`src/rtl/cas_pkg.sv`:
```
// shared types and constants of the complex add/sub, magnitude and angle unit
// no dependencies; used by every other file of the block
package cas_pkg;

   localparam int DATA_W      = 16;
   localparam int SUM_W       = 17;
   localparam int MAG_W       = 16;
   localparam int ANG_W       = 15;
   localparam int GUARD_BITS  = 14;
   localparam int XW          = 34;
   localparam int ZW          = 33;
   localparam int TAB_LEN     = 24;
   localparam int GAIN_W      = 30;
   localparam int MX_W        = 31;
   localparam int PROD_W      = MX_W + GAIN_W;
   localparam int ANG_SHIFT   = 17;

   localparam int CORDIC_STAGES_DEF = 16;

   localparam logic [GAIN_W-1:0] INV_GAIN = 30'd652032874;
   localparam logic [MAG_W-1:0] MAG_MAX = 16'd46341;
   localparam logic signed [ANG_W-1:0] HALF_PI = 15'sd12868;

   // atan(2^-i) in units of 2^-30 rad, truncated
   localparam logic signed [ZW-1:0] ATAN_TAB [TAB_LEN] = '{
      33'sd843314856, 33'sd497837829, 33'sd263043836, 33'sd133525158,
      33'sd67021686,  33'sd33543515,  33'sd16775850,  33'sd8388437,
      33'sd4194282,   33'sd2097149,   33'sd1048575,   33'sd524287,
      33'sd262143,    33'sd131071,    33'sd65535,     33'sd32767,
      33'sd16383,     33'sd8191,      33'sd4095,      33'sd2047,
      33'sd1023,      33'sd511,       33'sd255,       33'sd127
   };

   typedef enum logic [1:0] {
      OP_ADD   = 2'd0,
      OP_SUB   = 2'd1,
      OP_MAG   = 2'd2,
      OP_ANGLE = 2'd3
   } op_type;

   // per-transaction data that rides alongside the cordic vector
   typedef struct packed {
      op_type                  op;
      logic signed [SUM_W-1:0] sum_re;
      logic signed [SUM_W-1:0] sum_im;
      logic                    re_zero;
      logic                    im_pos;
      logic                    im_neg;
   } side_type;

   typedef struct packed {
      logic signed [XW-1:0] x;
      logic signed [XW-1:0] y;
      logic signed [ZW-1:0] z;
   } vec_type;

endpackage

```
`src/rtl/cas_prep.sv`:
```
// first pipeline stage: complex add/sub and cordic start vector
// depends on cas_pkg
module cas_prep (
   input  logic                              clock,
   input  logic                              reset,
   input  logic                              adv,
   input  logic                              in_valid,
   input  logic [1:0]                        in_op,
   input  logic signed [cas_pkg::DATA_W-1:0] a_re,
   input  logic signed [cas_pkg::DATA_W-1:0] a_im,
   input  logic signed [cas_pkg::DATA_W-1:0] b_re,
   input  logic signed [cas_pkg::DATA_W-1:0] b_im,
   output logic                              out_valid,
   output cas_pkg::side_type                 out_side,
   output cas_pkg::vec_type                  out_vec
);
   import cas_pkg::*;

   logic                     valid_ff;
   side_type                 side_ff, side_in;
   vec_type                  vec_ff, vec_in;
   logic signed [DATA_W:0]   re_ext, im_ext, re_fold, im_fold;

   always_comb begin
      re_ext = {b_re[DATA_W-1], b_re};
      im_ext = {b_im[DATA_W-1], b_im};
      side_in.op = op_type'(in_op);
      if (op_type'(in_op) == OP_SUB) begin
         side_in.sum_re = {a_re[DATA_W-1], a_re} - re_ext;
         side_in.sum_im = {a_im[DATA_W-1], a_im} - im_ext;
      end else begin
         side_in.sum_re = {a_re[DATA_W-1], a_re} + re_ext;
         side_in.sum_im = {a_im[DATA_W-1], a_im} + im_ext;
      end
      side_in.re_zero = (b_re == '0);
      side_in.im_neg  = b_im[DATA_W-1];
      side_in.im_pos  = !b_im[DATA_W-1] && (b_im != '0);
      // fold into the right half plane, atan(im/re) is unchanged
      if (b_re[DATA_W-1]) begin
         re_fold = -re_ext;
         im_fold = -im_ext;
      end else begin
         re_fold = re_ext;
         im_fold = im_ext;
      end
      vec_in.x = {{(XW-DATA_W-1-GUARD_BITS){re_fold[DATA_W]}}, re_fold, {GUARD_BITS{1'b0}}};
      vec_in.y = {{(XW-DATA_W-1-GUARD_BITS){im_fold[DATA_W]}}, im_fold, {GUARD_BITS{1'b0}}};
      vec_in.z = '0;
   end

   always_ff @(posedge clock) begin
      if (reset) begin
         valid_ff <= 1'b0;
      end else if (adv) begin
         valid_ff <= in_valid;
      end
   end

   always_ff @(posedge clock) begin
      if (adv) begin
         side_ff <= side_in;
         vec_ff  <= vec_in;
      end
   end

   assign out_valid = valid_ff;
   assign out_side  = side_ff;
   assign out_vec   = vec_ff;

endmodule

```
`config.mk`:
```
export PLATFORM = sky130hd
export DESIGN_NAME = cas_prep
export DESIGN_NICKNAME = d
export VERILOG_FILES = /design/src/rtl/cas_pkg.sv /design/src/rtl/cas_prep.sv
export SDC_FILE = /design/constraint.sdc
export NUM_CORES = 1
export LEC_CHECK = 0
export ABC_CLOCK_PERIOD_IN_PS = 5330
export BUFFER_PORTS_ARGS = -buffer_cell sky130_fd_sc_hd__buf_2
export CORE_UTILIZATION = 40
export DETAILED_ROUTE_END_ITERATION = 6
export PLACE_DENSITY = 0.65
export SYNTH_ARGS = -nofsm -noshare
export SYNTH_HDL_FRONTEND = slang
export SYNTH_SLANG_ARGS = --single-unit
```
`constraint.sdc`:
```
create_clock -name clock -period 5.33 [get_ports clock]
set_input_delay 0.2665 -clock clock [delete_from_list [all_inputs] [get_ports clock]]
set_output_delay 0.2665 -clock clock [all_outputs]
set_load 0.005 [all_outputs]
```
# Word-level counts from Yosys, hierarchy flattened
# Cells that the tools add are included.
dict set report word_totals {
  output_inout_bits 141
  reg_bits 74
}
dict set report op_classes {
  n_eq_ne 1
  n_reduce_logical 4
  muxes 3
  n_addsub 6
}
# cell n
set op_table {}
lappend op_table {{16-bit by 16-bit adder with 17-bit output} 2}
lappend op_table {{17-bit two-way mux} 2}
lappend op_table {{34-bit two-way mux} 1}
lappend op_table {{16-bit negation with 17-bit output} 2}
lappend op_table {{16-bit by 16-bit subtractor with 17-bit output} 2}
lappend op_table {{16-bit zero test} 1}
lappend op_table {{16-bit nonzero test} 1}
lappend op_table {{2-bit by 1-bit equality test with 1-bit output (second input constant)} 1}
lappend op_table {{1-bit logical AND} 1}
lappend op_table {{1-bit zero test} 1}

# Longest topological paths before layout
# Gate-level depths: netlist (run 1).
dict set report logic_depth {
  ltp_word 2
  mapped_depth 15
  ltp_nobuf 14
}

# Worst setup path after synthesis (run 1)
# OpenSTA, ideal clock, no wires.
dict set report synth_timing {
  path_kind {input -> register}
  from {input b_im[2] (netlist bit)}
  to {register side_ff (netlist bit out_side[18]) (data pin)}
  setup_time_ns 0.281
  n_path_buf 1
  setup_slack_ns 1.827
  cell_stages 14
  required_ns 5.049
  t_arrival_ns 3.222
  path_cell_list {nor3_2 -> nand3b_1 -> or4_1 -> or3_1 -> clkbuf_1 -> nand2_1 -> xor2_1 -> ha_1 -> o21ai_0 -> a21boi_0 -> o21ai_0 -> o22ai_1 -> a311oi_1 -> o311ai_0}
}
# element line
set synth_lines {}
lappend synth_lines {{start: declaration} cas_prep.sv:12} ;# input logic signed [cas_pkg::DATA_W-1:0] b_im,
lappend synth_lines {{end signal: assignment} cas_prep.sv:61} ;# side_ff <= side_in;
lappend synth_lines {{end: declaration} cas_prep.sv:20} ;# side_type side_ff, side_in;

==> results of run 1 <==
[logic make-up (layout without fill, tap and decap cells)]
logic type,count (synthesis),after routing
AO/OA/AOI/OAI,102,102
XOR/XNOR,82,82
adder cells (fa/ha/maj),37,37
buffers and inverters,104,189
flip-flops,74,74
multiplexers,4,4
other,1,62
AND/OR/NAND/NOR,160,160
[power by group through the flow]
stage | clock [mW] | combinational [mW] | sequential, mW
after floorplan | 0 | 0.375 | 0.806
after global placement | 0 | 0.550 | 0.791
after detailed placement | 0 | 0.560 | 0.793
after CTS | 0.612 | 0.563 | 0.782
after global routing | 0.633 | 0.626 | 0.788
final | 0.593 | 0.564 | 0.780
[registers in the layout (all words and copies together) (netlist names)]
name and cells:
out_valid 1, out_vec 34, out_side 39
[layer usage]
| metal | global-route usage | up-vias | part of all wire |
|---|---|---|---|
| li1 | - | 2145 | - |
| met1 | 0.222 | 2040 | 0.43 |
| met2 | 0.303 | 208 | 0.47 |
| met3 | 0.0337 | 20 | 0.072 |
| met4 | 0.0688 | 0 | 0.020 |
| met5 | 0 | - | 0 |
[area by class of cell]
class | instances | area share
Sequential cell | 74 | 0.342
Inverter | 22 | 0.0128
Clock buffer | 9 | 0.0348
Multi-Input combinational cell | 447 | 0.450
Tap cell | 176 | 0.0340
Timing Repair Buffer | 151 | 0.118
Clock inverter | 7 | 0.00908
[Yosys cell counts (2+ instances only)]
library cell	instances
a31oi_1	2
xnor2_1	57
nand2_1	62
o2111ai_1	3
o21a_1	3
nand3_1	9
a211oi_1	4
edfxtp_1	73
o31ai_1	5
buf_6	3
a311oi_1	2
nor3b_1	3
or3_1	8
xor2_1	25
ha_1	35
or3_4	4
o21ai_0	25
clkbuf_1	10
buf_1	2
or4_1	2
nor2_1	31
a211o_1	2
and3_1	2
nor2b_1	4
nand3b_1	4
nor3_1	9
a21oi_1	33
o22ai_1	3
nand2b_1	14
inv_1	22
a21o_1	6
o211ai_1	3
fa_1	2
a21boi_0	3
buf_4	67
mux2i_1	4
[per-stage QoR]
stage	total power [mW]	cells	hold slack, ns	area [sq um]	utilization
3_3_place_gp	1.34	870	0.426	6190	0.462
4_1_cts	1.96	886	0.0539	6470	0.483
5_1_grt	2.05	886	0.0561	6470	0.483
6_report	1.94	886	0.0659	6470	0.483
2_1_floorplan	1.18	625	0.339	5790	-
3_5_place_dp	1.35	870	0.427	6190	0.462
[worst paths after layout]
check | endpoint
min | out_valid$_SDFFE_PP0P_
max reg2reg | out_valid$_SDFFE_PP0P_
max | out_side[18]$_DFFE_PP_
min reg2reg | out_valid$_SDFFE_PP0P_
==> metrics.md, run 1 <==
| Metric | Value |
|---|---|
| Main combinational cell family by area after synthesis | `simple AND/OR/NAND/NOR gates` |
| Setup TNS Final | `0 ns` |
| # rows | `42` |
| Critical path class | `in2reg` |
| Seq/Total Area, Yosys | `0.398` |
| Synth Area in Adders | `0.0860` |
| Critical path's largest stage delay | `0.46 ns` |
| Period utilisation layout | `0.702` |
| WP buf/inv | `1` |
| Antenna-violating nets left | `0` |
| Largest net degree at the start of global routing | `75` |
| Vias in the first global route | `4057` |
| RR Startpoint | `out_valid$_SDFFE_PP0P_` |
| Storage element area | `2210 sq um` |
| Critical path depth | `14` |
| Max-Cap Viols | `0` |
| Flop pwr share | `0.403` |
| Starting Density | `0.415` |
| Synth Area in Compound Gates | `0.117` |
| CP max-delay cell | `or4_1` |
| Top FF cell, synth | `edfxtp_1` |
| Cell Chain, Critical Path | `buf_2 > nor3_2 > nand3b_1 > or4_1 > or3_1 > nand2_1 > xor2_1 > ha_1 > o21ai_0 > a21boi_0 > o21ai_0 > o22ai_1 > a311oi_1 > o311ai_0` |
| Area growth, synth to finish | `16.5%` |
| Routed WL | `12800 um` |
| Syn Std Cell Area | `5560 sq um` |
| Hold path startpoint | `reset` |
| Hold Buf Count CTS | `0` |
| Critical Path Source Type | `primary input` |
| CP Capture Type | `flip-flop` |
| DR iter-0 viols | `255` |
| Hold Path Depth | `2` |
| VDD IR max | `0.123 mV` |
| P_int | `1.33 mW` |
| Reg2reg path depth | `2` |
| Worst Slack Setup Final | `1.59 ns` |
| Setup-failing EPs final | `0` |
| Critical Path Start | `b_im[2]` |
| Least-Margin Pin Slew | `0.984 ns` |
| Antenna violations before repair | `0` |
| Clock latency at the later pin of the worst-skew pair | `0.34 ns` |
| Post-DP HPWL | `9800 um` |
| DR DRC count | `0` |
| Iteration count of the initial detailed-routing pass | `5` |
| CTS tree | `yes` |
| Clock power frac | `0.306` |
| Final Hold Vio Count | `0` |
| H-tree depth | `3` |
| Commonest non-fill, non-tap cell in the layout | `buf_2` |
| RSZ-0062 raised after global routing | `false` |
| Layout cells sized above 1 | `0.249` |
| Fill cell count | `1264` |
| Status | `finished clean` |
| Die ar. | `14400 sq um` |
| Gate count of the mapped netlist | `564` |
| Global-route wire length before repair | `19600 um` |
| Vias | `4413` |
| Syn Area/Cell | `9.86 sq um` |
| Data required time of the worst path | `5.41 ns` |
| Post-synthesis mux area share | `0.00720` |
| Fin Clk Skew | `0 ns` |
| Synth warn | `0` |
| GRT overflow | `0` |
| Unique masters post-synth | `54` |
| CORE AREA | `13400 sq um` |
| Worst EP arrival | `3.82 ns` |
| XOR/XNOR share of the synthesized area | `0.129` |
| Setup WS pre-CTS | `1.29 ns` |
| Sink Count | `74` |
| Slew HR | `0.344` |
| GP Congestion | `0.911` |
| Power density cells | `299 nW/um^2` |
| Final net count | `812` |
| Switching Fraction | `0.312` |
| Clk root buf | `clkbuf_16` |
| Min Tclk post-route | `3.74 ns` |
| Num CTS Buffers | `9` |
| Max-slew violations | `0` |
| Synth area leader | `edfxtp_1` |
| CP most frequent cell | `o21ai_0` |
| Clk slew on worst S/H paths | `0.07 ns` |
| Most frequent cells in the layout | `buf_2, edfxtp_1, nand2_1, conb_1, xnor2_1` |
| Fraction of registers with async set/reset | `0` |
| Die X | `120 um` |
| PortBufs | `149` |
| Count of cells resized by post-cts repair | `0` |
| Multi-input gate area | `2910 sq um` |
| # Post-CTS Setup Buffers | `0` |
| F_max | `267 MHz` |
| Boundary Pins | `211` |
| Logic pwr share | `0.291` |
| Die Y | `120 um` |
| EDFF count, synth | `73` |
| CP delay by family, top | `compound AO/OA/AOI/OAI gates` |
| Type of the most critical hold path | `in2reg` |
| P_leak | `2.91 nW` |
| R2R Setup Slk | `4.73 ns` |
| Largest cells by area after synthesis | `edfxtp_1, buf_4, xnor2_1, ha_1, nand2_1` |
| Yosys reg bits | `74` |
| Gr usage total | `0.178` |
| Psw | `605 uW` |
| Top-area cell type share of the netlist area | `0.394` |
| Vias per cell | `4.98` |
| Critical path peak fanout | `6` |
| Routed WL per cell | `14.5 um` |
| Clock tree buffer depth | `2` |
| Inserted Diodes | `0` |
| Post-Synth Simple-Gate Area | `0.142` |
(Power assumes the default switching activity.)
==> inputs of run 2 (changes only) <==
--- a/config.mk
+++ b/config.mk
@@ -5,7 +5,7 @@
 export SDC_FILE = /design/constraint.sdc
 export NUM_CORES = 1
 export LEC_CHECK = 0
-export ABC_CLOCK_PERIOD_IN_PS = 5330
+export ABC_CLOCK_PERIOD_IN_PS = 3620
 export BUFFER_PORTS_ARGS = -buffer_cell sky130_fd_sc_hd__buf_2
 export CORE_UTILIZATION = 40
 export DETAILED_ROUTE_END_ITERATION = 6
==> constraint.sdc (replaced) <==
create_clock -name clock -period 3.62 [get_ports clock]
set_input_delay 0.181 -clock clock [delete_from_list [all_inputs] [get_ports clock]]
set_output_delay 0.181 -clock clock [all_outputs]
set_load 0.005 [all_outputs]
==> run 2 against run 1 <==
  * Via count shrank 0.14%
  * Global-route usage is 0.24 points higher
  * Largest cell class unchanged
  * Final area up 2.2%
  * Count of clock-buffer cells in the layout unchanged
  * Critical path type unchanged
  * Setup slack got worse by 1.3 ns
  * Critical path depth did not move
  * Sequential power rose by 47%
  * Sequential share of layout area is 0.75 points lower
==> metrics.md, run 2 (same netlist as run 1, synthesis figures left out) <==
| Metric | Value |
|---|---|
| VDD IR max | `0.203 mV (+65%)` |
| Max-Cap Viols | `0 (unchanged)` |
| Fin Clk Skew | `0 ns (unchanged)` |
| Data required time of the worst path | `3.68 ns (-1.73 ns)` |
| Power density cells | `440 nW/um^2 (+47%)` |
| Least-Margin Pin Slew | `0.977 ns (-0.00636 ns)` |
| Vias in the first global route | `4085 (+0.69%)` |
| Clock tree buffer depth | `2 (unchanged)` |
| Inserted Diodes | `0 (unchanged)` |
| Post-DP HPWL | `9970 um (+1.7%)` |
| Type of the most critical hold path | `in2reg` |
| Max reg flops | `39 (unchanged)` |
| H-tree depth | `3 (unchanged)` |
| Clock latency at the later pin of the worst-skew pair | `0.34 ns (about the same)` |
| Global-route wire length before repair | `20000 um (+2.0%)` |
| Starting Density | `0.415 (unchanged)` |
| Num CTS Buffers | `9 (unchanged)` |
| Routed WL per cell | `14.2 um (-1.8%)` |
| CTS tree | `yes` |
| Cell Chain, Critical Path | `buf_2 > nor3_2 > nand3b_1 > or4_1 > or3_1 > nand2_1 > xor2_1 > ha_1 > o21ai_0 > a21boi_0 > o21ai_0 > o22ai_1 > a311oi_1 > o311ai_0` |
| CP max-delay cell | `or4_1` |
| Clk slew on worst S/H paths | `0.06 ns (about the same)` |
| Vias | `4407 (-0.14%)` |
| Critical Path Start | `b_im[2]` |
| PortBufs | `149 (unchanged)` |
| Slew HR | `0.348 (+0.00424)` |
| GP Congestion | `0.884 (-2.9%)` |
| Die X | `120 um (unchanged)` |
| F_max | `299 MHz` |
| Antenna violations before repair | `0 (unchanged)` |
| Clk root buf | `clkbuf_16` |
| Die Y | `120 um (unchanged)` |
| DR DRC count | `0 (unchanged)` |
| DR iter-0 viols | `318 (+25%)` |
| Critical path peak fanout | `5 (-1)` |
| Area growth, synth to finish | `19.1%` |
| Vias per cell | `4.89 (-1.9%)` |
| CORE AREA | `13400 sq um (unchanged)` |
| Critical path's largest stage delay | `0.49 ns (+0.03 ns)` |
| P_leak | `2.99 nW (+2.9%)` |
| RR Startpoint | `out_valid$_SDFFE_PP0P_` |
| Period utilisation layout | `0.923` |
| RSZ-0062 raised after global routing | `false` |
| Final net count | `828 (+2.0%)` |
| CP most frequent cell | `o21ai_0` |
| CP Capture Type | `flip-flop` |
| Critical path class | `in2reg` |
| Worst EP arrival | `3.40 ns (-0.42 ns)` |
| Status | `finished clean` |
| Final Core Density | `0.494 (+0.0108)` |
| Final Hold Vio Count | `0 (unchanged)` |
| Min Tclk post-route | `3.34 ns` |
| Boundary Pins | `211 (unchanged)` |
| Routed WL | `12800 um (about the same)` |
| Antenna-violating nets left | `0 (unchanged)` |
| Iteration count of the initial detailed-routing pass | `5 (unchanged)` |
| # rows | `42 (unchanged)` |
| Hold path startpoint | `in_op[1]` |
| Gr usage total | `0.180 (+0.00245)` |
| Setup-failing EPs final | `0 (unchanged)` |
| Largest net degree at the start of global routing | `75 (unchanged)` |
| Setup TNS Final | `0 ns (unchanged)` |
| Fill cell count | `1264 (unchanged)` |
| Min Hold Slack | `0.0387 ns (-0.0272 ns)` |
| Sink Count | `74 (unchanged)` |
| Max-slew violations | `0 (unchanged)` |
| GRT overflow | `0 (unchanged)` |
| Commonest non-fill, non-tap cell in the layout | `buf_2` |
| Layout cells sized above 1 | `0.264 (+0.0152)` |
| Die ar. | `14400 sq um (unchanged)` |
| Most frequent cells in the layout | `buf_2, edfxtp_1, nand2_1, conb_1, xnor2_1` |
| Critical Path Source Type | `primary input` |
[run 2: timing repair]
item / in CTS / in global routing
endpoints found under the setup margin: 0 / 1
hold buffers: 1 / 0
gates resized for setup: 0 / 1
setup buffers: 0 / 0
hold endpoints to repair: 1 / 0
[run 2: critical path: cells and delay by family]
family,cells,cell delay (ns)
AOI/OAI and AO/OA,6,1.28
and+or+nand+nor,5,1.39
xor gates and xnor gates,1,0.15
buffers and inverters,1,0.14
adders and majority gates,1,0.25
[run 2: worst paths after layout]
path,endpoint,cells after the start,slack (ns)
worst max-delay path,out_side[18]$_DFFE_PP_,14,0.28
worst min-delay path,out_side[38]$_DFFE_PP_,1,0.04
worst max register to register,out_valid$_SDFFE_PP0P_,2,3.02
worst min register to register,out_valid$_SDFFE_PP0P_,2,0.51
[run 2: power breakdown]
group / internal [mW] / switching [mW]
Sequential: 1.12 / 0.0321
Combinational: 0.386 / 0.464
Clock: 0.538 / 0.377
Total: 2.04 / 0.874
[run 2: metrics by stage]
step           setup slack (ns)  area (sq um)  std cells  total power [mW]
4_1_cts                   0.332          6610        902              2.95
3_3_place_gp             0.0485          6300        885              2.00
5_1_grt                  0.0250          6620        902              3.08
2_1_floorplan             0.202          5790        625              1.74
6_report                  0.280          6620        902              2.92
3_5_place_dp           -0.00659          6300        885              2.02
[run 2: area by class of cell]
type                       count  area (sq um)  area share
tap                          176           220      0.0333
multi-input combinational    447          2920       0.441
clock buffer                   9           225      0.0340
timing repair buffer         167           886       0.134
sequential                    74          2210       0.334
clock inverter                 7          76.3      0.0115
inverter                      22          82.6      0.0125
[run 2: metal layers]
metal  up-vias  routed length [um]  part of all wire  global-route usage
li1       2171                   -                 -                   -
met1      2032                5860              0.46               0.233
met2       187                5890              0.46               0.297
met3        17                 871             0.068              0.0390
met4         0                 218             0.017              0.0633
met5         -                   0                 0                   0
