## src/rtl/cas_pkg.sv

```systemverilog
// shared types and constants of the complex add/sub, magnitude and angle unit
// no dependencies; used by every other file of the block
package cas_pkg;

   localparam int DATA_W      = 16;
   localparam int SUM_W       = 17;
   localparam int MAG_W       = 16;
   localparam int ANG_W       = 15;
   localparam int GUARD_BITS  = 14;
   localparam int XW          = 34;
   localparam int ZW          = 33;
   localparam int TAB_LEN     = 24;
   localparam int GAIN_W      = 30;
   localparam int MX_W        = 31;
   localparam int PROD_W      = MX_W + GAIN_W;
   localparam int ANG_SHIFT   = 17;

   localparam int CORDIC_STAGES_DEF = 16;

   localparam logic [GAIN_W-1:0] INV_GAIN = 30'd652032874;
   localparam logic [MAG_W-1:0] MAG_MAX = 16'd46341;
   localparam logic signed [ANG_W-1:0] HALF_PI = 15'sd12868;

   // atan(2^-i) in units of 2^-30 rad, truncated
   localparam logic signed [ZW-1:0] ATAN_TAB [TAB_LEN] = '{
      33'sd843314856, 33'sd497837829, 33'sd263043836, 33'sd133525158,
      33'sd67021686,  33'sd33543515,  33'sd16775850,  33'sd8388437,
      33'sd4194282,   33'sd2097149,   33'sd1048575,   33'sd524287,
      33'sd262143,    33'sd131071,    33'sd65535,     33'sd32767,
      33'sd16383,     33'sd8191,      33'sd4095,      33'sd2047,
      33'sd1023,      33'sd511,       33'sd255,       33'sd127
   };

   typedef enum logic [1:0] {
      OP_ADD   = 2'd0,
      OP_SUB   = 2'd1,
      OP_MAG   = 2'd2,
      OP_ANGLE = 2'd3
   } op_type;

   // per-transaction data that rides alongside the cordic vector
   typedef struct packed {
      op_type                  op;
      logic signed [SUM_W-1:0] sum_re;
      logic signed [SUM_W-1:0] sum_im;
      logic                    re_zero;
      logic                    im_pos;
      logic                    im_neg;
   } side_type;

   typedef struct packed {
      logic signed [XW-1:0] x;
      logic signed [XW-1:0] y;
      logic signed [ZW-1:0] z;
   } vec_type;

endpackage

```

## src/rtl/cas_finish.sv

```systemverilog
// gain correction, angle rounding and the response output register
// depends on cas_pkg
module cas_finish (
   input  logic                             clock,
   input  logic                             reset,
   input  logic                             adv,
   input  logic                             in_valid,
   input  cas_pkg::side_type                in_side,
   input  cas_pkg::vec_type                 in_vec,
   output logic                             out_valid,
   output logic signed [cas_pkg::SUM_W-1:0] sum_re,
   output logic signed [cas_pkg::SUM_W-1:0] sum_im,
   output logic [cas_pkg::MAG_W-1:0]        magnitude,
   output logic signed [cas_pkg::ANG_W-1:0] angle
);
   import cas_pkg::*;

   localparam int QW = ZW + 1 - ANG_SHIFT;

   // multiply stage
   logic                    mvalid_ff;
   side_type                mside_ff;
   logic [PROD_W-1:0]       prod_ff, prod_in;
   logic signed [ANG_W-1:0] ang_ff, ang_in;
   logic signed [ZW:0]      z_rnd;
   logic signed [QW-1:0]    q;

   // output stage
   logic                    valid_ff;
   logic signed [SUM_W-1:0] sum_re_ff, sum_re_in, sum_im_ff, sum_im_in;
   logic [MAG_W-1:0]        mag_ff, mag_in;
   logic signed [ANG_W-1:0] angle_ff, angle_in;
   logic [PROD_W:0]         m_rnd;
   logic [PROD_W-GUARD_BITS-GAIN_W:0] m_full;

   always_comb begin
      // x is never negative after the fold
      prod_in = PROD_W'(in_vec.x[MX_W-1:0]) * PROD_W'(INV_GAIN);
      z_rnd   = {in_vec.z[ZW-1], in_vec.z} + (ZW+1)'(1 << (ANG_SHIFT-1));
      q       = z_rnd[ZW:ANG_SHIFT];
      if (q > QW'(HALF_PI)) begin
         ang_in = HALF_PI;
      end else if (q < -QW'(HALF_PI)) begin
         ang_in = -HALF_PI;
      end else begin
         ang_in = q[ANG_W-1:0];
      end
      if (in_side.re_zero) begin
         if (in_side.im_pos) begin
            ang_in = HALF_PI;
         end else if (in_side.im_neg) begin
            ang_in = -HALF_PI;
         end else begin
            ang_in = '0;
         end
      end
   end

   always_comb begin
      m_rnd  = {1'b0, prod_ff} + ((PROD_W+1)'(1) << (GUARD_BITS + GAIN_W - 1));
      m_full = m_rnd[PROD_W:GUARD_BITS+GAIN_W];
      sum_re_in = '0;
      sum_im_in = '0;
      mag_in    = '0;
      angle_in  = '0;
      case (mside_ff.op)
         OP_ADD, OP_SUB: begin
            sum_re_in = mside_ff.sum_re;
            sum_im_in = mside_ff.sum_im;
         end
         OP_MAG: begin
            if (m_full > ($bits(m_full))'(MAG_MAX)) begin
               mag_in = MAG_MAX;
            end else begin
               mag_in = m_full[MAG_W-1:0];
            end
         end
         OP_ANGLE: begin
            angle_in = ang_ff;
         end
         default: begin
            mag_in = '0;
         end
      endcase
   end

   always_ff @(posedge clock) begin
      if (reset) begin
         mvalid_ff <= 1'b0;
         valid_ff  <= 1'b0;
      end else if (adv) begin
         mvalid_ff <= in_valid;
         valid_ff  <= mvalid_ff;
      end
   end

   always_ff @(posedge clock) begin
      if (adv) begin
         mside_ff  <= in_side;
         prod_ff   <= prod_in;
         ang_ff    <= ang_in;
         sum_re_ff <= sum_re_in;
         sum_im_ff <= sum_im_in;
         mag_ff    <= mag_in;
         angle_ff  <= angle_in;
      end
   end

   assign out_valid = valid_ff;
   assign sum_re    = sum_re_ff;
   assign sum_im    = sum_im_ff;
   assign magnitude = mag_ff;
   assign angle     = angle_ff;

endmodule

```

## config.mk

```make
export PLATFORM = sky130hd
export DESIGN_NAME = cas_finish
export DESIGN_NICKNAME = d
export VERILOG_FILES = /design/src/rtl/cas_pkg.sv /design/src/rtl/cas_finish.sv
export SDC_FILE = /design/constraint.sdc
export NUM_CORES = 1
export LEC_CHECK = 0
export ABC_CLOCK_PERIOD_IN_PS = 21900
export BUFFER_PORTS_ARGS = -buffer_cell sky130_fd_sc_hd__clkbuf_2
export CORE_ASPECT_RATIO = 1.2
export CORE_MARGIN = 2
export CORE_UTILIZATION = 45
export DETAILED_ROUTE_END_ITERATION = 16
export PLACE_DENSITY = 0.74
export SYNTH_ARGS = -nofsm -noshare
export SYNTH_HDL_FRONTEND = slang
export SYNTH_SLANG_ARGS = --single-unit
```

## constraint.sdc

```tcl
create_clock -name clock -period 21.9 [get_ports clock]
set_input_delay 2.19 -clock clock [delete_from_list [all_inputs] [get_ports clock]]
set_output_delay 2.19 -clock clock [all_outputs]
set_load 0.05 [all_outputs]
```

Word level (Yosys, flattened, before mapping)
Index checks and enable logic that the tools add are counted.
Word-level totals
  bits in registers: 178
  latch bits: 0
  memory bits (writable): 0
  bits in read-only memories: 0
  input bits: 144
  output and inout port bits: 66
  logic and storage cells: 31
  memories: 0
Operators by class
  add/sub/neg operators: 2
  multipliers: 1
  div/mod/pow operators: 0
  order comparisons: 3
  equal/unequal tests: 3
  shift-type cells: 0
  multiplexer cells: 6
  bitwise operators: 1
  reductions and logical operators: 3
Operator list (number)
  $mux W15: 5
  $add A61 B44 Y62 const B: 1
  $mul A31 B29 Y60 const B: 1
  $add A33 B18 Y34 const B: 1
  $gt A18 B16 Y1 const B: 1
  $gt A17 B15 Y1 const B: 1
  $lt A17 B15 Y1 const B: 1
  $mux W16: 1
  $eq A2 B2 Y1 const B: 2
  $reduce_or A2 Y1: 2
  $eq A2 B1 Y1 const B: 1
  $logic_not A2 Y1: 1
  $not A1 Y1: 1

Longest topological paths before layout
Gate-level depths: netlist (run 1).
  word-level depth: 5
  gate-level depth with buffers: 24
  gate-level depth less buffers: 24

Least setup slack after synthesis (run 1)
No wires, ideal clock.
  path kind: input to register
  start: input in_vec[76] in the netlist's numbering
  end: register prod_ff[59] (data pin)
  library setup time: 259 ps
  arrival: 8219 ps
  slack: 13422 ps
  cell stages on the path: 22
  path buffers: 0
  cells stage by stage: inv_1 > fa_1 > fa_1 > inv_1 > fa_1 > fa_1 > fa_1 > fa_1 > fa_1 > inv_1 > fa_1 > inv_1 > ha_1 > a211oi_1 > nor2_1 > o21ai_0 > a311oi_1 > or3_1 > nor3b_1 > o31ai_1 > a21o_1 > xor2_1
On the way
  cells in the longest elaborated chain, start to end: 1
RTL lines
  start: declaration: line cas_finish.sv:9  | input cas_pkg::vec_type in_vec,
  $mul A31 B29 Y60: line cas_finish.sv:38  | prod_in = PROD_W'(in_vec.x[MX_W-1:0]) * PROD_W'(INV_GAIN);
  via prod_in[59]: line cas_finish.sv:23  | logic [PROD_W-1:0] prod_ff, prod_in;
  end signal: assignment: line cas_finish.sv:100  | prod_ff <= prod_in;
  end: declaration: line cas_finish.sv:23
The timed path passes the listed nets, and every way through them passes these cells.
A chain may end at the register's enable or synchronous reset.

Worst setup path in the final report (run 1)
Same ends and word-level chain as after synthesis.

==> results.yml, run 1 <==
final_layout:
  syn_to_final_growth_pct: 8.82
  drive_gt1_share_pct: 9.05
  num-nets-final: 3166
grt:
  grt_pass1_vias: 16600
  grt-ovfl-total: 0
  grt_pass1_wl_um: 87300
  grt_max_degree: 84
  grtUsageTotal_pct: 21.5
  antenna_found_initial: 1
worst_setup_path:
  worstRegToRegCells: 10
  crit_arrival_ps: 9500
  r2r_end: "magnitude[7]$_SDFFCE_PP0P_"
  crit_buf_inv: 5
  endpoint_kind: "flop"
  r2r_slack_ps: 18770
  crit_required_ps: 22060
  cpPeakStageDelay_ps: 590
  cp_max_fo: 6
  path_delay_family: "adder cells"
  cpMaxStageDelayCell: "fa_1"
  crit_type: "primary input to flop"
  cpMostUsedCell: "fa_1"
  critPathLaunchType: "primary input"
  crit_chain: "clkbuf_2 > inv_1 > fa_1 > fa_1 > inv_1 > fa_1 > fa_1 > fa_1 > fa_1 > fa_1 > inv_1 > fa_1 > inv_1 > ha_1 > a211oi_1 > nor2_1 > o21ai_0 > a311oi_1 > or3_1 > nor3b_1 > o31ai_1 > a21o_1 > xor2_1"
  r2r-start: "prod_ff[43]$_DFFE_PP_"
timing:
  finalSetupViolations: 0
  slew-limit-headroom_pct: 32.2
  fin_crit_sh_pct: 42.7
  finalClockSkew_ps: 10.2
  finalHoldViolCount: 0
  slew_viol_final: 0
  final.setup.tns_ps: 0
  worst_pin_slew_ps: 1020
  max_freq_mhz: 107
  period_minus_slack_ps: 9350
  rsz0062_at_grt: "no"
clock_network:
  ctsResizeCount: 0
  path_clk_slew_ps: 60
  cts_buffer_depth: 2
  cts-root-buf: "clkbuf_16"
  h-tree-depth: 4
  cts.sinks: 136
  cts_tree: "built"
  numCtsBuffers: 17
  hold_buffers: 0
  clock_latency_ps: 420
  postCtsSetupRepairBufs: 0
logic_synthesis:
  netlist_instances: 2082
  yosysUniqueCellTypes: 74
  synth.most_common_cell: "inv_1"
  synth.top_cell.area_share_pct: 38.5
  synth-simple-area-share_pct: 6.28
  synth-main-ff-cell: "edfxtp_1"
  synth_edf_count: 134
  synth-xor-area-share_pct: 1.80
  synthMuxAreaShare_pct: 0.136
  synth_top_area_cell: "fa_1"
  synth_area_sq_um: 22900
  synth_top_family_by_area: "adder cells"
  synth_nets: 3017
  synthArstFlopShare_pct: 0
  ys_ff_latch: 136
  synth.avg_cell_area_sq_um: 11.0
  synthAdderAreaFrac_pct: 57.6
  yosys-top-cells-area: "fa_1, ha_1, edfxtp_1"
  synth_seq_area_share_pct: 17.7
  synth_compound_area_share_pct: 5.79
  synthTopCellsByCount: "inv_1, fa_1, ha_1"
  yosysWarnings: 0
floorplan:
  io_pins: 210
  start_util_pct: 45.5
  die_x_um: 210
  num_rows: 90
  die-area_sq_um: 52800
  core_sq_um: 50300
  die_h_um: 251
hold_path:
  min-delay-path-class: "flop to flop"
  worstHoldPathCells: 2
  hold_start: "mvalid_ff$_SDFFE_PP0P_"
  holdPathEnd: "mvalid_ff$_SDFFE_PP0P_"
route:
  wl_per_cell_um: 18.7
  firstDrtPassIters: 5
  drc: 0
  drt-initial-drc-count: 750
  wirelength_um: 53900
  dr_total_vias: 14900
  post_drt_via_cell_ratio: 5.17
  ant_nets: 0
placed_design:
  hpwlAfterDp_um: 47900
  portBuffers: 156
  place.gp.congestion: 0.951
job:
  drv_cap: 0
status:
  status: "complete, no violations"
## cells in the final DEF, fill, tap and decap left out, types with 3 or more instances in the layout
cell type   instances
edfxtp_1          134
o21bai_1            4
o211a_1             3
a21oi_1            63
o211ai_1            9
ha_1              350
xor2_1             16
inv_6               3
nor3b_1             4
xnor2_1            31
nor4_1              8
nor3_1             11
a311oi_1            4
o21ai_0            32
or3_1               5
o21a_1              9
o21ai_1             3
nand2b_1            5
nor2b_1            38
clkbuf_1            3
nand2_1            55
clkbuf_2          155
nor2_1             48
nand3b_1            5
fa_1              441
a21o_1             19
a211oi_1            8
a41oi_1             3
o22ai_1             3
and3_1             26
and2_1              8
nand3_1            24
a31oi_1             7
clkinvlp_4          3
inv_1             612
nand4_1            15
clkbuf_16          17
## per-layer routing
metal  part of all wire (%)  routed length [um]  track usage (%)  vias to the layer above
li1                       -                   -                -                     6873
met1                     39               21300             26.1                     7549
met2                     51               27700             37.9                      376
met3                    4.0                2180             2.86                      125
met4                    5.0                2710             9.75                        0
met5                      0                   0                0                        -
## metrics by stage
step           std cells  cell area [sq um]  hold WS (ps)  util, %  setup WS, ps
3_3_place_gp        2856              24400           474     48.4         12130
5_1_grt             2889              24900           555     49.6         12220
4_1_cts             2888              24900           525     49.5         12560
2_1_floorplan       2082              22900           460        -         13420
3_5_place_dp        2856              24400           506     48.4         12160
6_report            2889              24900           512     49.6         12550
## registers in the layout (all words and copies together), names as in the netlist
signal and count:
ang_ff 15, angle 15, magnitude 16, mside_ff 36, mvalid_ff 1, out_valid 1
prod_ff 18, sum_im 17, sum_re 17
## logic make-up after synthesis
| family | after synthesis |
|---|---|
| DFF | 136 |
| muxes | 3 |
| adders and majority gates | 791 |
| AOI/OAI and AO/OA | 198 |
| xor gates and xnor gates | 47 |
| and+or+nand+nor | 267 |
| buffers and inverters | 640 |
## worst reg2reg max path, cell delays in order (launching register included)
cell	delay (ps)
edfxtp_1	410
ha_1	370
nand4_4	210
nor2_1	470
nand3_1	160
xor2_1	290
o21ai_1	200
a211oi_4	420
a41o_1	180
nand2_2	110
nor2_1	170
## cell type report
class	instances	area (sq um)
Inverter	612	2300
Tap cell	644	806
Timing Repair Buffer	158	802
Clock inverter	12	118
Fill cell	4417	25400
Sequential cell	136	4060
Antenna cell	1	2.50
Clock buffer	20	437
Multi-Input combinational cell	1306	16400
## how the worst max path moves through the flow
stage / to / slack, ps / start / cells after the start
global route: prod_ff[60]$_DFFE_PP_ / 12220 / in_vec[76] / 22
floorplan: prod_ff[59]$_DFFE_PP_ / 13420 / in_vec[76] / 22
finish: prod_ff[59]$_DFFE_PP_ / 12550 / in_vec[76] / 23
CTS: prod_ff[59]$_DFFE_PP_ / 12560 / in_vec[77] / 24
global placement: prod_ff[59]$_DFFE_PP_ / 12130 / in_vec[77] / 24
detailed placement: prod_ff[59]$_DFFE_PP_ / 12160 / in_vec[77] / 24
Power of run 1 is left out: the tool's default activity adds up to more than one toggle a clock period on the data nets, which glitch-free logic cannot reach.
==> run 2: changes to the inputs <==
--- a/config.mk
+++ b/config.mk
@@ -5,7 +5,7 @@
 export SDC_FILE = /design/constraint.sdc
 export NUM_CORES = 1
 export LEC_CHECK = 0
-export ABC_CLOCK_PERIOD_IN_PS = 21900
+export ABC_CLOCK_PERIOD_IN_PS = 9610
 export BUFFER_PORTS_ARGS = -buffer_cell sky130_fd_sc_hd__clkbuf_2
 export CORE_ASPECT_RATIO = 1.2
 export CORE_MARGIN = 2
==> constraint.sdc (replaced) <==
create_clock -name clock -period 9.61 [get_ports clock]
set_input_delay 0.961 -clock clock [delete_from_list [all_inputs] [get_ports clock]]
set_output_delay 0.961 -clock clock [all_outputs]
set_load 0.05 [all_outputs]
==> results.yml, run 2 (synthesis results as in run 1) <==
status:
  status: "complete, no violations"
final_layout:
  syn_to_final_growth_pct: 8.86
  reg_top3: "mside_ff: 36 flops, prod_ff: 18 flops"
  drive_gt1_share_pct: 9.04
  largest_reg_flops: 36
  regMostFlops: "mside_ff"
  mostFrequentLayoutCells: "inv_1, fa_1, ha_1"
  final_common_cell: "inv_1"
  num-nets-final: 3167
worst_setup_path:
  crit_required_ps: 9770
  r2r_slack_ps: 6450
  worstRegToRegCells: 10
  cp_max_fo: 7
  r2r-start: "prod_ff[44]$_DFFE_PP_"
  r2r_end: "magnitude[4]$_SDFFCE_PP0P_"
  endpoint_kind: "flop"
  critPathLaunchType: "primary input"
  crit_type: "primary input to flop"
  crit_arrival_ps: 8310
job:
  drv_cap: 0
route:
  firstDrtPassIters: 5
  wirelength_um: 54500
  drt-initial-drc-count: 832
  drc: 0
  wl_per_cell_um: 18.9
  dr_total_vias: 15000
  post_drt_via_cell_ratio: 5.18
  ant_nets: 0
timing:
  slew_viol_final: 0
  rsz0062_at_grt: "no"
  final.setup.tns_ps: 0
  slew-limit-headroom_pct: 33.0
  fin_crit_sh_pct: 84.8
  finalSetupViolations: 0
  period_minus_slack_ps: 8150
  worst_pin_slew_ps: 1010
  max_freq_mhz: 123
  finalHoldViolCount: 0
  finalHoldWorstSlack_ps: 512
  finalClockSkew_ps: 10.1
floorplan:
  num_rows: 90
  start_util_pct: 45.5
  die_x_um: 210
  die-area_sq_um: 52800
  core_sq_um: 50300
  die_h_um: 251
  io_pins: 210
grt:
  antenna_found_initial: 1
  grt_pass1_vias: 16600
  grt-ovfl-total: 0
  grt_max_degree: 84
  grtUsageTotal_pct: 21.7
  grt_pass1_wl_um: 88500
clock_network:
  postCtsSetupRepairBufs: 0
  cts-root-buf: "clkbuf_16"
  h-tree-depth: 4
  path_clk_slew_ps: 60
  cts.sinks: 136
  clock_latency_ps: 420
  ctsResizeCount: 0
  numCtsBuffers: 17
  hold_buffers: 0
  cts_tree: "built"
  cts_buffer_depth: 2
hold_path:
  hold_start: "mvalid_ff$_SDFFE_PP0P_"
  worstHoldPathCells: 2
  min-delay-path-class: "flop to flop"
  holdPathEnd: "out_valid$_SDFFE_PP0P_"
placed_design:
  place.gp.congestion: 0.978
  hpwlAfterDp_um: 48000
  portBuffers: 156
==> run 2: cell types whose count changed in the layout (fill, tap and decap cells not counted), sizes merged <==
| cell | delta |
|---|---|
| clkinv | +2 |
| buf | +1 |
| clkinvlp | -2 |
==> run 2: layer usage <==
metal	up-vias	GRT usage (%)	routed length [um]
met1	7635	26.3	21700
met4	0	8.13	2090
met3	84	2.54	1950
li1	6890	-	-
met2	370	39.6	28800
met5	-	0	0
==> run 2: worst max path at each step <==
| stage | startpoint | to | slack, ps | cells past startpoint |
|---|---|---|---|---|
| after detailed placement | in_vec[79] | prod_ff[54]$_DFFE_PP_ | 1080 | 23 |
| after global routing | in_vec[79] | prod_ff[54]$_DFFE_PP_ | 1260 | 23 |
| after CTS | in_vec[79] | prod_ff[54]$_DFFE_PP_ | 1490 | 23 |
| final | in_vec[79] | prod_ff[54]$_DFFE_PP_ | 1460 | 23 |
| after global placement | in_vec[78] | prod_ff[59]$_DFFE_PP_ | 1140 | 23 |
| after floorplan | in_vec[76] | prod_ff[59]$_DFFE_PP_ | 2360 | 22 |
==> run 2: cell type report <==
cell class	count	area [sq um]
inverter	612	2300
clock inverter	12	119
sequential	136	4060
fill	4414	25400
tap	644	806
antenna	1	2.50
multi-input combinational	1306	16400
timing repair buffer	159	810
clock buffer	20	437
==> run 2: stage by stage <==
step / area, sq um / util (%) / setup slack, ps / instances
6_report: 25000 / 49.6 / 1460 / 2890
5_1_grt: 25000 / 49.6 / 1260 / 2890
4_1_cts: 24900 / 49.6 / 1490 / 2889
3_5_place_dp: 24400 / 48.5 / 1080 / 2857
3_3_place_gp: 24400 / 48.5 / 1140 / 2857
2_1_floorplan: 22900 / - / 2360 / 2082
==> run 2: worst max-delay path, stage by stage <==
cell      delay (ps)
clkbuf_2         360
inv_1            260
fa_1             520
fa_1             500
inv_1             60
fa_1             480
fa_1             630
fa_1             450
fa_1             460
fa_1             580
inv_1             70
fa_1             470
inv_1             40
ha_1             310
a21o_1           180
a21o_1           180
a221oi_1         290
o21ai_0          140
a41oi_1          410
o31a_1           260
o21ai_0          190
a311oi_1         380
xnor2_1          110
Power of run 2 is left out for the same reason.
==> run 3: changes to the inputs <==
--- a/config.mk
+++ b/config.mk
@@ -5,13 +5,13 @@
 export SDC_FILE = /design/constraint.sdc
 export NUM_CORES = 1
 export LEC_CHECK = 0
-export ABC_CLOCK_PERIOD_IN_PS = 9610
+export ABC_CLOCK_PERIOD_IN_PS = 7200
 export BUFFER_PORTS_ARGS = -buffer_cell sky130_fd_sc_hd__clkbuf_2
 export CORE_ASPECT_RATIO = 1.2
 export CORE_MARGIN = 2
 export CORE_UTILIZATION = 45
 export DETAILED_ROUTE_END_ITERATION = 16
-export PLACE_DENSITY = 0.74
+export PLACE_DENSITY = 0.77
 export SYNTH_ARGS = -nofsm -noshare
 export SYNTH_HDL_FRONTEND = slang
 export SYNTH_SLANG_ARGS = --single-unit
==> constraint.sdc (replaced) <==
create_clock -name clock -period 7.2 [get_ports clock]
set_input_delay 0.72 -clock clock [delete_from_list [all_inputs] [get_ports clock]]
set_output_delay 0.72 -clock clock [all_outputs]
set_load 0.05 [all_outputs]
==> results.yml, run 3 (synthesis results as in run 1) <==
final_layout:
  mostFrequentLayoutCells: "inv_1, fa_1, ha_1"
  reg_top3: "mside_ff: 36 flops, prod_ff: 18 flops"
  design_area_sq_um: 27000
  syn_to_final_growth_pct: 17.9
  num-nets-final: 3385
  final_common_cell: "inv_1"
  largest_reg_flops: 36
  insertedDiodeCount: 0
  final_cell_count_no_fill: 3107
  regMostFlops: "mside_ff"
  drive_gt1_share_pct: 19.9
grt:
  antenna_found_initial: 0
  grtUsageTotal_pct: 22.8
  grt-ovfl-total: 0
  grt_pass1_wl_um: 92800
  grt_pass1_vias: 17600
  grt_max_degree: 83
floorplan:
  die-area_sq_um: 52800
  start_util_pct: 45.5
  num_rows: 90
  io_pins: 210
  die_h_um: 251
  core_sq_um: 50300
  die_x_um: 210
timing:
  finalClockSkew_ps: 9.37
  finalSetupViolations: 0
  final.setup.tns_ps: 0
  slew-limit-headroom_pct: 32.7
  fin_crit_sh_pct: 98.8
  worst_pin_slew_ps: 1010
  finalHoldViolCount: 0
  period_minus_slack_ps: 7110
  rsz0062_at_grt: "yes"
  finalHoldWorstSlack_ps: 469
  max_freq_mhz: 141
  slew_viol_final: 0
route:
  firstDrtPassIters: 5
  wirelength_um: 58100
  post_drt_via_cell_ratio: 5.09
  drt-initial-drc-count: 769
  wl_per_cell_um: 18.7
  ant_nets: 0
  dr_total_vias: 15800
  drc: 0
clock_network:
  cts.sinks: 136
  path_clk_slew_ps: 70
  cts_tree: "built"
  cts-root-buf: "clkbuf_16"
  hold_buffers: 0
  clock_latency_ps: 420
  cts_buffer_depth: 2
  numCtsBuffers: 17
  h-tree-depth: 4
hold_path:
  hold_start: "in_side[36]"
  holdPathEnd: "mside_ff[36]$_DFFE_PP_"
  min-delay-path-class: "primary input to flop"
  worstHoldPathCells: 1
worst_setup_path:
  crit_required_ps: 7360
  cpMostUsedCell: "fa_1"
  cpPeakStageDelay_ps: 530
  endpoint_kind: "flop"
  path_delay_family: "adder cells"
  crit_type: "primary input to flop"
  cp_max_fo: 6
  worstRegToRegCells: 10
  r2r_end: "magnitude[3]$_SDFFCE_PP0P_"
  critPathLaunch: "in_vec[79]"
  r2r-start: "prod_ff[44]$_DFFE_PP_"
  crit_buf_inv: 6
  crit_chain: "clkbuf_4 > inv_1 > fa_1 > fa_1 > inv_1 > fa_1 > fa_1 > fa_1 > fa_1 > fa_1 > inv_1 > fa_1 > inv_1 > ha_1 > a21o_1 > a21o_1 > a221oi_2 > o21ai_1 > a41oi_2 > buf_4 > o31a_1 > o21ai_2 > a311oi_2 > xnor2_1"
  crit_arrival_ps: 7270
  cpMaxStageDelayCell: "fa_1"
  critPathLaunchType: "primary input"
  r2r_slack_ps: 4110
placed_design:
  hpwlAfterDp_um: 52200
  portBuffers: 156
  dp.cells: 3067
  place.gp.congestion: 0.980
  place_area_sq_um: 26000
job:
  drv_cap: 0
status:
  status: "complete, no violations"
-- run 3: changes by cell type in the layout (fill, tap and decap cells not counted), moves of 4 or more --
cell,delta
a21oi_1,-5
a21oi_2,+4
buf_4,+216
clkbuf_2,-4
clkinvlp_4,+5
fa_1,-13
fa_2,+13
ha_1,-14
ha_2,+5
ha_4,+9
inv_1,-14
inv_2,+11
o21ai_0,-7
o21ai_1,+4
-- run 3: cell type report --
type,instances,area [sq um]
repair buffers,377,2500
well taps,644,806
fillers,4265,23300
inverters,612,2310
clock buffers,19,433
flip-flops and latches,136,4060
multi-input cells,1306,16800
clock inverters,13,160
-- run 3: layer usage --
| metal | share of wire [%] | track usage [%] | vias to the layer above |
|---|---|---|---|
| li1 | - | - | 7300 |
| met3 | 3.4 | 2.24 | 124 |
| met1 | 39 | 27.2 | 8004 |
| met2 | 53 | 42.1 | 373 |
| met4 | 4.6 | 9.26 | 0 |
| met5 | 0 | 0 | - |
-- run 3: per-stage QoR --
| stage | util [%] | setup slack, ps |
|---|---|---|
| finish | 53.7 | 89.6 |
| detailed placement | 51.6 | -651 |
| CTS | 52.9 | 5.43 |
| global route | 53.7 | -83.3 |
| floorplan | - | 192 |
| global placement | 51.6 | -563 |
-- run 3: worst max-delay path by stage --
stage | end | slack, ps | depth (start not counted)
after global placement | prod_ff[59]$_DFFE_PP_ | -560 | 24
final | prod_ff[54]$_DFFE_PP_ | 90 | 24
after global routing | prod_ff[49]$_DFFE_PP_ | -80 | 27
after CTS | prod_ff[54]$_DFFE_PP_ | 5 | 25
after detailed placement | prod_ff[54]$_DFFE_PP_ | -650 | 24
after floorplan | prod_ff[59]$_DFFE_PP_ | 190 | 22
-- run 3: what timing repair did --
item / CTS / global route
resized for setup: 19 / 77
pin swaps: 9 / 46
buffers inserted: 1 / 7
setup endpoints to repair: 11 / 15
Power of run 3 is left out for the same reason.
